===== config.mk =====
export PLATFORM = sky130hd
export DESIGN_NAME = swm_cell
export DESIGN_NICKNAME = d
export VERILOG_FILES = /design/src/hdl/swm_pkg.sv /design/src/hdl/swm_cell.sv
export SDC_FILE = /design/constraint.sdc
export NUM_CORES = 1
export LEC_CHECK = 0
export ABC_AREA = 1
export BUFFER_PORTS_ARGS = -buffer_cell sky130_fd_sc_hd__buf_2
export CAP_MARGIN = 0
export CORE_ASPECT_RATIO = 1.5
export CORE_UTILIZATION = 35
export DETAILED_ROUTE_END_ITERATION = 8
export PLACE_DENSITY_LB_ADDON = 0.2
export SYNTH_ARGS = -nofsm -noshare
export SYNTH_HDL_FRONTEND = slang
export SYNTH_SLANG_ARGS = --single-unit

===== constraint.sdc =====
create_clock -name clk -period 5.6 [get_ports clk]
set_input_delay 0 -clock clk [delete_from_list [all_inputs] [get_ports clk]]
set_output_delay 0 -clock clk [all_outputs]
set_load 0.05 [all_outputs]

===== src/hdl/swm_pkg.sv =====
// swm_pkg: shared constants, command and status codes and the cell control
// struct of the sorted window median block. Depends on nothing.
package swm_pkg;

	localparam int DEPTH = 64;
	localparam int IDX_W = $clog2(DEPTH);
	localparam int CNT_W = $clog2(DEPTH + 1);
	localparam int VAL_W = 64;
	localparam int COUNT_FIELD_W = 7;

	typedef enum logic [1:0] {
		CMD_INSERT = 2'd0,
		CMD_REMOVE = 2'd1,
		CMD_CLEAR  = 2'd2
	} cmd_t;

	typedef enum logic [1:0] {
		STAT_OK        = 2'd0,
		STAT_NOT_FOUND = 2'd1,
		STAT_FULL      = 2'd2
	} status_t;

	// Broadcast from the control to every cell of the chain.
	typedef struct packed {
		logic                    ins;
		logic                    rem;
		logic signed [VAL_W-1:0] value;
	} cell_ctrl_t;

endpackage


===== src/hdl/swm_cell.sv =====
// swm_cell: one slot of the descending sorted chain; compares the broadcast
// value with its own and shifts toward either neighbor. Uses swm_pkg.
module swm_cell (
	input  logic                            clk,
	input  swm_pkg::cell_ctrl_t             ctrl,
	input  logic                            valid,
	input  logic                            left_take,
	input  logic signed [swm_pkg::VAL_W-1:0] left_val,
	input  logic signed [swm_pkg::VAL_W-1:0] right_val,
	output logic                            take,
	output logic                            eq,
	output logic signed [swm_pkg::VAL_W-1:0] val
);
	import swm_pkg::*;

	logic signed [VAL_W-1:0] val_q;
	logic                    del;

	// Empty slots always take, so the take pattern is monotone along the chain.
	assign take = !valid || (ctrl.value >= val_q);
	assign eq   = valid && (val_q == ctrl.value);
	assign del  = !(val_q > ctrl.value);
	assign val  = val_q;

	always_ff @(posedge clk) begin
		if (ctrl.ins) begin
			if (left_take) begin
				val_q <= left_val;
			end else if (take) begin
				val_q <= ctrl.value;
			end
		end else if (ctrl.rem && del) begin
			val_q <= right_val;
		end
	end

endmodule


### Yosys cells after proc, flatten, opt, wreduce, memory -nomap -nowiden

Cells that the tools add are included.

| operators by class | value |
|---|---|
| $lt $le $gt $ge | 2 |
| equal/unequal tests | 2 |
| multiplexer cells | 4 |
| reductions and logical operators | 7 |

Operator list:

| kind | count |
|---|---|
| $mux W64 | 4 |
| $eq A64 B64 Y1 | 1 |
| $ge A64 B64 Y1 | 1 |
| $gt A64 B64 Y1 | 1 |
| $ne A3 B1 Y1 const B | 1 |
| $logic_and A1 B1 Y1 | 2 |
| $logic_not A1 Y1 | 2 |
| $reduce_and A2 Y1 | 1 |
| $reduce_bool A2 Y1 | 1 |
| $logic_or A1 B1 Y1 | 1 |

| storage, ports and cells | value |
|---|---|
| bits in registers | 64 |
| input port bits | 197 |
| output and inout port bits | 66 |
| logic and storage cells | 16 |

### Logic depth before layout (Yosys ltp)

Gate-level depths: netlist (run 1).

| logic depth | value |
|---|---|
| word-level depth | 5 |
| mapped depth | 21 |
| depth with buffers taken out | 21 |

### Least setup slack after synthesis (run 1)

OpenSTA, ideal clock, no wires.

| timing path | value |
|---|---|
| path kind | register to register |
| start | register val_q[63] (netlist: val[63]) |
| end | register val_q[0] (netlist: val[0]), enable pin |
| library setup time | 418 ps |
| data arrival time | 3212 ps |
| path slack | 1970 ps |
| stages on the path, launching flop included | 14 |
| period minus slack after synthesis | 3630 ps |
| path through | edfxtp_1 > ha_1 > nand2_1 > inv_2 > nand3_2 > nor3_2 > inv_2 > nor3_4 > nand3_1 > nand3_1 > nand2_1 > nand2_1 > nand2_1 > inv_1 |

| on the way | value |
|---|---|
| cells in the longest elaborated chain, start to end | 5 |
| elaborated cells on any way between the ends | 8 |

RTL lines:

| item | RTL line | text |
|---|---|---|
| start, declared | swm_cell.sv:16 | `logic signed [VAL_W-1:0] val_q;` |
| start signal, assigned | swm_cell.sv:28 | `val_q <= left_val;` |
| start signal, assigned | swm_cell.sv:30 | `val_q <= ctrl.value;` |
| start signal, assigned | swm_cell.sv:33 | `val_q <= right_val;` |
| $gt A64 B64 Y1 | swm_cell.sv:22 | `assign del = !(val_q > ctrl.value);` |
| $logic_not A1 Y1 | swm_cell.sv:22 |  |
| $logic_and A1 B1 Y1 | swm_cell.sv:32 | `end else if (ctrl.rem && del) begin` |
| $reduce_bool A2 Y1 (no line) | - |  |
| $reduce_and A2 Y1 (no line) (*) | - |  |

Mark *: on every way between the ends. The rest lies on a longest branch, timed or not.
A chain may end at the register's enable or synchronous reset.

### Worst setup path in the final report (run 1)

| timing path | value |
|---|---|
| start | register val_q[63] (netlist: val[63]) |
| end | register val_q[13] (netlist: val[13]), enable pin |

The elaborated chain is that of the path after synthesis.

==> results of run 1 <==
-- cell usage after synthesis --
master      n  share of area [%]
nand4_1     5               0.63
nand2_1   136                 10
nor3_1      1               0.10
inv_2       3               0.23
o21bai_1    1               0.15
buf_6       1               0.23
nor2_1     85                6.4
nand3_2     1               0.20
nand3b_1    1               0.15
ha_1       64                 16
nor3_4      1               0.33
o21a_1      3               0.45
nand4_4     1               0.43
edfxtp_1   64                 39
o21ai_0   130                 13
a21o_1      1               0.15
inv_1      81                6.1
buf_1       2               0.15
nand2_2     1               0.13
a21oi_1    30                3.0
o21ai_1     4               0.40
clkbuf_1   24                1.8
nand3_1     8               0.80
nor3_2      1               0.20
-- power by group through the flow --
stage | logic (W) | registers [W] | clock network [W]
global placement | 0.000661 | 0.000649 | 0
detailed placement | 0.000659 | 0.000652 | 0
finish | 0.000687 | 0.000642 | 0.000493
CTS | 0.000694 | 0.000642 | 0.000502
global route | 0.000759 | 0.000650 | 0.000525
floorplan | 0.000238 | 0.000864 | 0
-- cells by family (layout without fill, tap and decap cells) --
group,after synthesis,after routing,synth area share [%]
AOI/OAI and AO/OA,169,169,17.2
and+or+nand+nor,241,241,19.6
DFF,64,64,38.6
buffers and inverters,111,422,8.51
adders and majority gates,64,64,16.1
-- area by class of cell --
type / count / area (sq um)
multi-input combinational: 474 / 2640
timing repair buffer: 324 / 1920
clock inverter: 5 / 26.3
fill: 1380 / 6670
tap: 165 / 206
inverter: 84 / 315
clock buffer: 9 / 225
sequential: 64 / 1920
-- routing by layer --
metal	share of wire [%]	GRT usage, %
met1	38	23.4
met2	53	41.7
met3	6.1	4.37
met4	2.1	8.09
met5	0.11	0
-- metrics by stage --
step	total power, W	setup slack [ns]	util (%)
4_1_cts	0.00184	2.18	52.1
2_1_floorplan	0.00110	1.97	-
3_3_place_gp	0.00131	2.28	46.1
5_1_grt	0.00193	1.91	52.1
3_5_place_dp	0.00131	2.19	46.1
6_report	0.00182	2.22	52.1
-- critical path: cells and delay by family (launching register included) --
family	cells	cell delay [ns]
adder cells (fa/ha/maj)	1	0.36
buffers and inverters	4	1.22
AND/OR/NAND/NOR	9	1.03
flip-flops	1	0.40
-- repair_timing --
item | in CTS | in global routing
hold endpoints to repair | 59 | 0
hold buffers | 59 | 0
setup endpoints to repair | 0 | 0
gates resized for setup | 0 | 0
-- worst min-delay path by stage --
stage,slack (ns),to,cells after the start
after global routing,0.02,val[27]$_DFFE_PP_,3
after global placement,0.28,val[57]$_DFFE_PP_,3
final,0.004,val[60]$_DFFE_PP_,3
after floorplan,0.19,val[0]$_DFFE_PP_,2
after detailed placement,0.28,val[10]$_DFFE_PP_,3
after CTS,0.004,val[8]$_DFFE_PP_,3
==> results by group, run 1 <==
Power and ir drop
  • Power Density: 251 nW/um^2
  • Sw Share: 38.3%
  • Sequential Power Share: 35.2%
  • Combinational power share: 37.7%
  • Int Pwr: 0.00112 W
  • Clock power frac: a little over a quarter
  • VDD IR max: 0.162 mV
  • Leakage: 3.76 nW
  • Net switching power: approximately 0.00070 W

Timing
  • FMAX: 296 MHz
  • Clock skew: approximately 0.0094 ns
  • Max-slew violations: 0
  • Final period util: approximately three fifths
  • Final Critical Period: about 3.4 ns
  • RSZ-0062 raised after global routing: no
  • Final Hold Viols: 0
  • Slew @ Worst Pin: 1.18 ns
  • Setup violators final: 0
  • Setup TNS: 0 ns
  • Worst slew margin: 21.1%
  • WHS: 0.00443 ns

Yosys
  • Post-synth cell types: 24
  • Mapped Area: between 4000 and 5000 sq um
  • Yosys warning count: 0
  • Syn_nets: about 900
  • Avg Cell Area, Syn: 7.68 sq um
  • Post-Synthesis Cells: 649
  • Post-synthesis sequential area ratio: 38.6%
  • FF+latch count, synth: 64

Clocking
  • Maximum clock path buffer count: 2
  • Clk pin slew, worst setup/hold paths: 0.05 ns
  • CTS tree: done
  • H-tree levels: 3
  • Clk Latency, worst-skew pair: 0.33 ns
  • CTS Sinks: 64
  • Root Driver: clkbuf_16
  • Num CTS Buffers: 9
  • Postcts setup bufs: 0

Worst setup path
  • CP endpoint: val[13]$_DFFE_PP_
  • CP most frequent cell: nand2_1
  • Crit path from: val[63]$_DFFE_PP_
  • Slowest cell on crit path: inv_2
  • Worst r2r dst: val[13]$_DFFE_PP_
  • CP arrival: ~3.4 ns
  • Max stage delay on crit path: 0.60 ns
  • Crit. End Element: flip-flop
  • Crit Path Max Fanout: 37
  • CP Launch Type: flip-flop
  • Critical Path RT: between 5 and 6 ns
  • Critical path cell sequence: ha_1 -> nand2_1 -> inv_2 -> nand3_2 -> nor3_2 -> inv_2 -> nor3_4 -> nand3_1 -> nand3_1 -> nand2_1 -> nand2_1 -> nand2_1 -> inv_2 -> buf_4
  • R2R Path Start: val[63]$_DFFE_PP_
  • Reg2Reg Setup Slack: roughly 2.2 ns
  • Worst Path Class, Setup: flip-flop to flip-flop
  • FF-to-FF path depth: 14

Final layout
  • Area grow syn2layout: 45.6%
  • Highest-count cells in the layout ignoring fill and taps: buf_2 (262), nand2_1 (136), o21ai_0 (130)
  • Fin cells: ~1.1k
  • Finished Cell Area: 7260 sq um
  • Largest register FFs: 64
  • Layout cell share with drive strength beyond 1: about 30%
  • Nets: approximately 1.2k
  • Commonest non-fill, non-tap cell in the layout: buf_2
  • Ant diodes: 0

Placement
  • Gpl congestion: 0.779
  • Detail Placement HPWL: between 10,000 and 15,000 microns
  • Post-DP Area: 6410 sq um
  • Dpl cells: 1,052
  • Port buffer count: 262

Global route
  • Initial antenna violation count: 1
  • Tot GR Track Use: 21.9%
  • Pin count of the biggest net entering global routing: 67
  • Total global routing overflow: 0
  • Vias in the first global route: 5,495
  • First-pass GRT wire length: 25,100 microns

Routing
  • Final wirelength: 15,700 microns
  • Pre-Repair DR Iteration Count: 4
  • DRT iter0 DRCs: about 140
  • Via/cell ratio: 4.83
  • DR WL/cell: 14.0 microns
  • Via Count: 5,432
  • DRC: 0
  • Routed Antenna Nets: 0

Run
  • # Max-Cap Violations: 0

Hold path
  • Hold Crit Start: right_val[60]
  • Hold Path Class: input pin to flip-flop

Floorplan
  • Die Width: 99.4 microns
  • Die area: 14,700 sq um
  • Site row count: 53
  • Core area: 13,900 sq um
  • IO Count: 263
  • Starting Density: a little over a third
  • Chip height: 148 microns

Outcome
  • Status: completed
No activity file was read; power rests on OpenSTA's default activity.
==> inputs of run 2 (changes only) <==
==> constraint.sdc (replaced) <==
create_clock -name clk -period 3 [get_ports clk]
set_input_delay 0 -clock clk [delete_from_list [all_inputs] [get_ports clk]]
set_output_delay 0 -clock clk [all_outputs]
set_load 0.05 [all_outputs]
==> results by group, run 2 (synthesis gave the netlist of run 1 again) <==
Clocking
  • Num CTS Buffers: 9 (unchanged)
  • Root Driver: clkbuf_16
  • Clk pin slew, worst setup/hold paths: 0.05 ns (about the same)
  • Clk Latency, worst-skew pair: 0.33 ns (about the same)
  • H-tree levels: 3 (unchanged)
  • Maximum clock path buffer count: 2 (unchanged)
  • CTS tree: done
  • CTS Sinks: 64 (unchanged)
  • Post_cts resized: 0 (unchanged)

Worst setup path
  • Worst Path Class, Setup: flip-flop to flip-flop
  • CP Launch Type: flip-flop
  • CP most frequent cell: nand2_1
  • CP arrival: 2.62 ns (-0.75 ns)
  • Slowest cell on crit path: edfxtp_1
  • Crit path from: val[63]$_DFFE_PP_
  • Critical path cell sequence: ha_4 -> nand2_2 -> inv_2 -> nand3_2 -> nor3_2 -> inv_2 -> nor3_4 -> nand3_1 -> nand3_1 -> nand2_1 -> nand2_1 -> nand2_1 -> clkinvlp_4 -> buf_4
  • Max stage delay on crit path: 0.42 ns (-0.18 ns)
  • Crit. End Element: flip-flop
  • R2R Path Start: val[63]$_DFFE_PP_
  • Delay-heaviest family, CP: simple AND/OR/NAND/NOR gates
  • Critical Path RT: 2.99 ns (-2.59 ns)
  • Crit Path Max Fanout: 26 (-30%)
  • WP buf/inv: 4 (unchanged)

Timing
  • Setup TNS: 0 ns (unchanged)
  • RSZ-0062 raised after global routing: no
  • Final period util: 87.7% (+27 points)
  • Worst slew margin: 19.0% (-2.1 points)
  • FMAX: 380 MHz (+29%)
  • Final Hold Viols: 0 (unchanged)
  • Clock skew: 0.00964 ns (+0.000232 ns)
  • Max-slew violations: 0 (unchanged)
  • Setup violators final: 0 (unchanged)
  • Slew @ Worst Pin: 1.21 ns (+0.0321 ns)
  • Final Critical Period: 2.63 ns (-0.751 ns)

Power and ir drop
  • VDD IR max: 0.276 mV (+70%)
  • Power Density: 477 nW/um^2 (+90%)
  • Leakage: 3.79 nW (+0.88%)

Floorplan
  • Core area: 13,900 sq um (unchanged)
  • Die area: 14,700 sq um (unchanged)
  • Starting Density: 35.8% (unchanged)
  • Chip height: 148 microns (unchanged)
  • Die Width: 99.4 microns (unchanged)
  • IO Count: 263 (unchanged)
  • Site row count: 53 (unchanged)

Placement
  • Detail Placement HPWL: 12,000 microns (+4.5%)
  • Port buffer count: 262 (unchanged)
  • Gpl congestion: 0.774 (-0.69%)
  • Post-DP Area: 6460 sq um (+0.80%)

Final layout
  • Largest register FFs: 64 (unchanged)
  • Multi-input logic area: 2660 sq um (+0.76%)
  • Finished Cell Area: 7350 sq um (+1.4%)
  • Register area: 1920 sq um (unchanged)
  • Highest-count cells in the layout ignoring fill and taps: buf_2 (262), nand2_1 (135), o21ai_0 (130)
  • Area grow syn2layout: 47.6%
  • Commonest non-fill, non-tap cell in the layout: buf_2
  • Fill count: 1,411 (+2.2%)
  • Post-Route Utilization: 52.8% (+0.71 points)
  • Layout cell share with drive strength beyond 1: 30.3% (+0.26 points)
  • Nets: 1,222 (+0.33%)

Routing
  • DRT iter0 DRCs: 185 (+30%)
  • Final wirelength: 16,400 microns (+4.2%)
  • Routed Antenna Nets: 0 (unchanged)
  • DRC: 0 (unchanged)
  • Pre-Repair DR Iteration Count: 5 (+1)
  • Via/cell ratio: 4.83 (about the same)
  • Via Count: 5,459 (+0.50%)
  • DR WL/cell: 14.5 microns (+3.6%)

Run
  • # Max-Cap Violations: 0 (unchanged)

Outcome
  • Status: completed

Global route
  • Tot GR Track Use: 22.7% (+0.79 points)
  • First-pass GRT wire length: 25,800 microns (+2.6%)
  • Total global routing overflow: 0 (unchanged)
  • Vias in the first global route: 5,427 (-1.2%)
  • Initial antenna violation count: 1 (unchanged)
  • Pin count of the biggest net entering global routing: 65 (-3.0%)

Hold path
  • Hold Crit Start: right_val[13]
  • Hold Path Class: input pin to flip-flop
run 2: layout make-up:
class                      count  share of cell area, %
multi-input combinational    474                   36.1
inverter                      84                   4.34
clock inverter                 6                  0.698
sequential                    64                   26.1
timing repair buffer         328                   26.8
tap                          165                   2.81
antenna                        1                 0.0340
clock buffer                   9                   3.06
run 2: metal layers:
| metal | vias to the layer above | share of wire, % | wire [microns] | GRT usage [%] |
|---|---|---|---|---|
| met3 | 31 | 4.5 | 739 | 4.23 |
| met1 | 2446 | 40 | 6560 | 24.5 |
| met5 | - | 0 | 0 | 0 |
| met4 | 0 | 2.9 | 482 | 9.85 |
| li1 | 2798 | - | - | - |
| met2 | 184 | 52 | 8600 | 42.4 |
run 2: path summary, 6_finish.rpt:
path | endpoint | cells after the start | slack (ns)
worst max-delay path | val[60]$_DFFE_PP_ | 14 | 0.37
worst min-delay path | val[13]$_DFFE_PP_ | 3 | 0.005
worst max register to register | val[60]$_DFFE_PP_ | 14 | 0.37
worst min register to register | val[13]$_DFFE_PP_ | 7 | 1.36
run 2: repair_timing:
item / 4_1_cts / 5_1_grt
setup buffers: 0 / 0
hold buffers: 60 / 1
hold endpoints to repair: 59 / 1
setup endpoints to repair: 0 / 0
run 2: through the flow:
step / std cells / total power, W / setup slack, ns / hold slack, ns
after floorplan: 649 / 0.00206 / -0.284 / 0.191
after global placement: 1054 / 0.00246 / 0.368 / 0.280
after detailed placement: 1054 / 0.00247 / 0.328 / 0.286
after CTS: 1129 / 0.00355 / 0.309 / 0.00233
after global routing: 1131 / 0.00372 / 0.120 / 0.0131
final: 1131 / 0.00351 / 0.370 / 0.00507
run 2: tightest hold or removal path, stage by stage:
cell and delay (ns):
buf_2 0.08, nand2_1 0.04, o21ai_0 0.09
run 2: power breakdown:
group	internal, W	switching [W]
registers	0.00114	0.0000582
clock network	0.000626	0.000378
logic	0.000431	0.000876
==> inputs of run 3 (changes only) <==
--- a/config.mk
+++ b/config.mk
@@ -6,7 +6,7 @@
 export NUM_CORES = 1
 export LEC_CHECK = 0
 export ABC_AREA = 1
-export BUFFER_PORTS_ARGS = -buffer_cell sky130_fd_sc_hd__buf_2
+export BUFFER_PORTS_ARGS = -buffer_cell sky130_fd_sc_hd__buf_4
 export CAP_MARGIN = 0
 export CORE_ASPECT_RATIO = 1.5
 export CORE_UTILIZATION = 35
==> results by group, run 3 (synthesis gave the netlist of run 1 again) <==
Global route
  • Vias in the first global route: 5,554 (+2.3%)
  • Pin count of the biggest net entering global routing: 67 (+3.1%)
  • Tot GR Track Use: 22.9% (+0.19 points)
  • Total global routing overflow: 0 (unchanged)
  • Initial antenna violation count: 0 (-1)
  • First-pass GRT wire length: 26,100 microns (+1.2%)

Routing
  • Via Count: 5,442 (-0.31%)
  • Pre-Repair DR Iteration Count: 4 (-1)
  • Met3 wire len: 808 microns (+9.3%)
  • Routed Antenna Nets: 0 (unchanged)
  • M1 WL: 6330 microns (-3.5%)
  • WL met2: 8830 microns (+2.7%)
  • DRC: 0 (unchanged)
  • DR WL/cell: 14.7 microns (+1.2%)
  • DRT iter0 DRCs: 149 (-19%)
  • Final wirelength: 16,500 microns (+1.0%)
  • Top sig layer: met4
  • Via/cell ratio: 4.82 (-0.13%)

Floorplan
  • Site row count: 53 (unchanged)
  • Chip height: 148 microns (unchanged)
  • IO Count: 263 (unchanged)
  • Die area: 14,700 sq um (unchanged)
  • Starting Density: 35.8% (unchanged)
  • Core area: 13,900 sq um (unchanged)
  • Die Width: 99.4 microns (unchanged)

Clocking
  • Post_cts resized: 0 (unchanged)
  • Root Driver: clkbuf_16
  • Num CTS Buffers: 9 (unchanged)
  • Maximum clock path buffer count: 2 (unchanged)
  • H-tree levels: 3 (unchanged)
  • Clk pin slew, worst setup/hold paths: 0.05 ns (about the same)
  • CTS tree: done
  • CTS Sinks: 64 (unchanged)
  • Clk Latency, worst-skew pair: 0.32 ns (about the same)

Worst setup path
  • CP most frequent cell: nand2_1
  • Worst Path Class, Setup: flip-flop to flip-flop
  • Max stage delay on crit path: 0.42 ns (about the same)
  • Crit path from: val[63]$_DFFE_PP_
  • CP Launch Type: flip-flop
  • CP arrival: 2.85 ns (+0.23 ns)
  • CP endpoint: val[21]$_DFFE_PP_
  • Reg2Reg Setup Slack: 0.22 ns (-0.15 ns)
  • Worst r2r dst: val[21]$_DFFE_PP_
  • Critical Path RT: 3.07 ns (+0.08 ns)
  • Critical path cell sequence: ha_4 -> nand2_2 -> inv_2 -> nand3_2 -> nor3_2 -> inv_2 -> nor3_4 -> nand2_2 -> nand3_1 -> nand3_1 -> nand2_1 -> nand2_1 -> nand2_1 -> clkinvlp_4 -> buf_4
  • Crit Path Max Fanout: 13 (-50%)
  • Slowest cell on crit path: edfxtp_1
  • Crit. End Element: flip-flop
  • FF-to-FF path depth: 15 (+1)
  • R2R Path Start: val[63]$_DFFE_PP_

Timing
  • Final Hold Viols: 0 (unchanged)
  • WHS: 0.00241 ns (-0.00266 ns)
  • Final Critical Period: 2.78 ns (+0.149 ns)
  • Worst slew margin: 52.8% (+34 points)
  • Worst setup margin: 0.221 ns (-0.149 ns)
  • FMAX: 360 MHz (-5.4%)
  • Max-slew violations: 0 (unchanged)
  • Slew @ Worst Pin: 0.707 ns (-0.506 ns)
  • Final period util: 92.6% (+5.0 points)
  • Clock skew: 0.00485 ns (-0.00480 ns)
  • Setup violators final: 0 (unchanged)
  • RSZ-0062 raised after global routing: no

Final layout
  • Multi-input logic area: 2660 sq um (unchanged)
  • Fill count: 1,279 (-9.4%)
  • Post-Route Utilization: 57.5% (+4.7 points)
  • Highest-count cells in the layout ignoring fill and taps: buf_4 (268), nand2_1 (135), o21ai_0 (130)
  • Largest register FFs: 64 (unchanged)
  • Ant diodes: 0 (-1)
  • Layout cell share with drive strength beyond 1: 30.5% (+0.24 points)
  • Area grow syn2layout: 60.8%
  • Nets: 1,220 (-0.16%)
  • Commonest non-fill, non-tap cell in the layout: buf_4
  • Register area: 1920 sq um (unchanged)

Power and ir drop
  • VDD IR max: 0.266 mV (-3.4%)
  • Leakage: 4.02 nW (+6.0%)
  • Power Density: 466 nW/um^2 (-2.5%)

Placement
  • Pre-CTS setup slack: 0.188 ns (-0.140 ns)
  • Detail Placement HPWL: 12,400 microns (+3.6%)
  • Gpl congestion: 0.791 (+2.2%)
  • Port buffer count: 262 (unchanged)

Outcome
  • Status: completed

Hold path
  • Hold Path Class: input pin to flip-flop
  • Hold Crit Start: right_val[40]

Run
  • # Max-Cap Violations: 0 (unchanged)
## run 3: changes by cell type in the layout (fill, tap and decap cells not counted), sizes merged
cell,before,now
clkbuf,9,12
dlygate4sd3,61,57
buf,267,269
diode,1,0
bufinv,1,2
clkinv,5,2
## run 3: power by group
group	internal [W]	switching [W]	leakage, nW
clock	0.000724	0.000360	0.148
sequential	0.00114	0.0000652	0.639
combinational	0.000563	0.000877	3.23
## run 3: critical path, delay by kind of cell, from the launching register on
family | cells | cell delay (ns)
simple gates | 10 | 1.04
buf+inv | 4 | 0.74
flops | 1 | 0.42
fa+ha+maj | 1 | 0.32
## run 3: per-stage QoR
stage                     TNS (ns)  instances  total power (W)  cell area [sq um]
final                            0       1129          0.00373               8010
after global routing             0       1129          0.00394               8010
after CTS                        0       1128          0.00377               8000
after detailed placement         0       1056          0.00261               7140
after global placement           0       1056          0.00260               7140
after floorplan             -18.18        649          0.00206               5010
## run 3: per-layer routing
layer	up-vias	GRT usage [%]
li1	2794	-
met1	2433	23.8
met2	184	44.2
met3	31	4.23
met4	0	9.26
met5	-	0
## run 3: cell type report
class	instances	share of cell area, %
clock buffers	12	2.95
clock inverters	4	0.859
inverters	84	3.98
multi-input cells	474	33.2
flip-flops and latches	64	24.0
well taps	165	2.58
repair buffers	326	32.5
## run 3: how the worst min path moves through the flow
stage | to | cells after the start
after floorplan | val[0]$_DFFE_PP_ | 2
after global placement | val[38]$_DFFE_PP_ | 3
after detailed placement | val[55]$_DFFE_PP_ | 3
after CTS | val[41]$_DFFE_PP_ | 3
after global routing | val[47]$_DFFE_PP_ | 3
final | val[40]$_DFFE_PP_ | 3
## run 3: what timing repair did
item                      CTS  global route
hold endpoints to repair   56             1
setup buffers               0             0
hold buffers               56             1
